[config.mk]
export PLATFORM = sky130hd
export DESIGN_NAME = kfd_cell
export DESIGN_NICKNAME = d
export VERILOG_FILES = /design/src/kfd_pkg.sv /design/src/kfd_cell.sv
export SDC_FILE = /design/constraint.sdc
export NUM_CORES = 1
export LEC_CHECK = 0
export CAP_MARGIN = 20
export CORE_AREA = 2 2 79 81
export DETAILED_ROUTE_END_ITERATION = 6
export DIE_AREA = 0 0 81 83
export DONT_BUFFER_PORTS = 1
export MAX_ROUTING_LAYER = met4
export PLACE_DENSITY = 0.66
export SLEW_MARGIN = 20
export SYNTH_ARGS = -nofsm -noshare
export SYNTH_HDL_FRONTEND = slang
export SYNTH_SLANG_ARGS = --single-unit
[constraint.sdc]
create_clock -name clk -period 6.2 [get_ports clk]
set_input_delay 1.86 -clock clk [delete_from_list [all_inputs] [get_ports clk]]
set_output_delay 1.86 -clock clk [all_outputs]
set_load 0.005 [all_outputs]
[src/kfd_pkg.sv]
// Shared types and constants for the keyed FIFO with duplicate reject.
// No dependencies; every other file imports this package.
package kfd_pkg;

	// queue geometry
	localparam int DEPTH = 16;
	localparam int CNT_W = $clog2(DEPTH + 1);
	localparam int IDX_W = (DEPTH > 1) ? $clog2(DEPTH) : 1;

	// field widths
	localparam int DATA_W = 32;
	localparam int STAT_W = 3;
	localparam int OCC_W  = 5;

	// action codes
	localparam logic ACT_ENQ = 1'b0;
	localparam logic ACT_DEQ = 1'b1;

	// result status codes
	typedef enum logic [STAT_W-1:0] {
		ST_ENQ   = 3'd0,
		ST_DUP   = 3'd1,
		ST_DEQ   = 3'd2,
		ST_UNDER = 3'd3,
		ST_FULL  = 3'd4
	} kfd_status_t;

	// control broadcast from the top level to every cell
	typedef struct packed {
		logic             enq;    // load the incoming pair at the fill position
		logic             deq;    // shift every cell one place toward the head
		logic [CNT_W-1:0] count;  // pairs held before this transfer
	} kfd_ctrl_t;

endpackage

[src/kfd_cell.sv]
// One storage cell of the queue: a key/payload pair, a shift path from the
// next younger cell and a key comparator. Depends on kfd_pkg.
module kfd_cell import kfd_pkg::*; (
	input  logic                     clk,
	input  kfd_ctrl_t                ctrl,
	input  logic [CNT_W-1:0]         pos,
	input  logic signed [DATA_W-1:0] in_key,
	input  logic signed [DATA_W-1:0] in_payload,
	input  logic signed [DATA_W-1:0] nbr_key,
	input  logic signed [DATA_W-1:0] nbr_payload,
	output logic signed [DATA_W-1:0] key_q,
	output logic signed [DATA_W-1:0] payload_q,
	output logic                     hit
);

	logic held;

	// cell holds a queued pair when it sits below the fill count
	assign held = (pos < ctrl.count);
	assign hit  = held && (key_q == in_key);

	// shift toward the head on dequeue, load at the fill position on enqueue
	always_ff @(posedge clk) begin
		if (ctrl.deq) begin
			key_q     <= nbr_key;
			payload_q <= nbr_payload;
		end else if (ctrl.enq && (pos == ctrl.count)) begin
			key_q     <= in_key;
			payload_q <= in_payload;
		end
	end

endmodule

==> results_dict.tcl <==
set metrics [dict create \
    rsz0062_at_grt "no" \
    holdPathStages 1 \
    routed_via_density 5.90 \
    dieWidth_um 81 \
    crit_fanout 3 \
    ir_worst_vdd_uv 167 \
    cap_violations 0 \
    grt_util_all_layers_pct 18.8 \
    root_buffer "clkbuf_8" \
    totalPowerFinal_mw 1.02 \
    rows 28 \
    slew_violations 0 \
    seq_power_share_pct 55.1 \
    io_buffers 0 \
    p_int_uw 804 \
    cts.sinks 64 \
    initial_core_util_pct 54.5 \
    cts_resized 0 \
    synthesis.instances 195 \
    syn_area_per_cell_um2 16.3 \
    hold_viol_final 0 \
    die_y_um 83 \
    syn-num-nets 341 \
    via_count 1651 \
    die_area_um2 6720 \
    clk_pin_slew_ns 0.07 \
    holdPathEnd "payload_q[12]" \
    ant_nets 0 \
    synth-seq-cells 64 \
    synth.top_cells.by_count "edfxtp_1 (64), mux2_2 (64), xor2_1 (25), buf_2 (7), xnor2_1 (7)" \
    cts_max_level 3 \
    finalSetupViolCount 0 \
    cts_tree "built" \
    async_flop_share_pct 0 \
    antenna_found_initial 0 \
    io_pins 206 \
    clockPowerShare_pct 36.8 \
    fin_crit_sh_pct 79.8 \
    ctsHoldBuffers 0 \
    wl_um 6300 \
    regArea_um2 1920 \
    yosysWarnings 0 \
    nNetsFinal 346 \
    synth_area_leaders "edfxtp_1 (61%), mux2_2 (23%), xor2_1 (6.9%)" \
    yosysUniqueCellTypes 17 \
    status "complete, no violations" \
    cts_setup_buffers 0 \
    drc_errors 0 \
    tightestPinTransition_ns 0.607 \
    syn2layout_area_growth_pct 8.80 \
    cp.arrival_ns 3.09 \
    synth_top_area_share_pct 60.6 \
    drive_gt1_share_pct 40.5 \
    p_sw_uw 219 \
    gp_congestion 0.713 \
    hold_class "input port to register" \
    first_pass_iters 3 \
    multi_input_area_um2 1200 \
    cp-end-kind "primary output" \
    drt_iter0_drc 76 \
    grt_pass1_vias 1809 \
    grt_max_degree 66 \
    worstSetupStartpointType "input port" \
    syn-cell-area_um2 3170 \
    core_area_um2 5820 \
    hpwl_um 4800 \
    critical_path_class "input port to primary output" \
    setup_ws_ns 1.25 \
    grt_pass1_wl_um 8880 \
    p_leak_nw 1.19 \
    fmax_mhz 202 \
    antenna_cells 0 \
    pre_cts_ws_ns 1.25 \
    slew_headroom_pct 59.5 \
    synth_edf_count 64 \
    fin_setup_tns_ns 0 \
    comb_power_share_pct 8.1 \
    grt_remaining_overflow 0 \
    period_minus_slack_ns 4.95 \
    crit_required_ns 4.34 \
    cts_made_buffers 9 \
    yosys.area.top_type "edfxtp_1" \
    power.density_nw_per_um2 297 \
    post-route-util_pct 59.3 \
    swShare_pct 21.4 \
    worstHoldStart "in_payload[12]" \
    synth_flop_cell "edfxtp_1" \
    synth_seq_area_share_pct 60.6 \
    cts_buffer_depth 2 \
    nFillCells 452 \
    routedWlPerCell_um 22.5 \
]
[logic make-up (layout without fill, tap and decap cells)]
group	after synthesis	count (layout)	synth area share, %
AOI/OAI and AO/OA	5	5	1.22
xor gates and xnor gates	32	32	8.84
adders and majority gates	5	5	1.97
buffers and inverters	12	22	1.70
DFF	64	64	60.6
muxes	64	64	22.7
and+or+nand+nor	13	13	2.92
[worst max-delay path: stages]
cell and delay, ns:
inv_1 0.02, ha_1 0.32, and3_1 0.22, a211o_1 0.29, nor4_1 0.37
[state kept, by name, summed over array words and instances (netlist names)]
name       count
key_q         32
payload_q     32
[cell type report]
class / instances / share of cell area [%]
multi-input cells: 119 / 34.7
flip-flops and latches: 64 / 55.7
repair buffers: 1 / 0.218
clock inverters: 6 / 2.43
clock buffers: 10 / 3.70
inverters: 5 / 0.544
well taps: 75 / 2.72
[power by group through the flow]
stage / clock network [mW] / logic (mW) / registers [mW]
3_3_place_gp: 0 / 0.0800 / 0.573
6_report: 0.376 / 0.0831 / 0.564
4_1_cts: 0.386 / 0.0846 / 0.565
3_5_place_dp: 0 / 0.0843 / 0.574
5_1_grt: 0.408 / 0.0914 / 0.568
2_1_floorplan: 0 / 0.0780 / 0.563
[metrics by stage]
stage                     hold slack [ns]  cells  cell area [µm²]
final                                1.75    280             3450
after global routing                 1.72    280             3450
after CTS                            1.73    280             3450
after detailed placement             2.08    264             3240
after global placement               2.08    264             3240
after floorplan                      2.08    195             3170
[metal layers]
layer,vias to the layer above,global-route usage [%],share of wire (%)
met2,118,31.6,53
met5,-,-,0
met3,21,6.30,10
met1,759,18.3,33
li1,753,-,-
met4,0,11.1,3.5
[worst max-delay path by stage]
stage / from / end / cells past startpoint
6_report: ctrl[4] / hit / 5
5_1_grt: ctrl[4] / hit / 5
4_1_cts: ctrl[4] / hit / 5
3_5_place_dp: ctrl[4] / hit / 5
3_3_place_gp: ctrl[4] / hit / 5
2_1_floorplan: ctrl[4] / hit / 5
[cell usage in the layout, fill, tap and decap left out, drive strengths merged]
cell	instances
xor2	25
xnor2	7
clkbuf	10
and3	1
edfxtp	64
buf	1
nand2	3
bufinv	2
o2111ai	1
a211o	1
mux2	64
a31oi	1
a21oi	1
clkinvlp	2
ha	5
a41o	1
clkinv	2
inv	5
nor4	7
nand4	2
No activity file was read; power rests on OpenSTA's default activity.
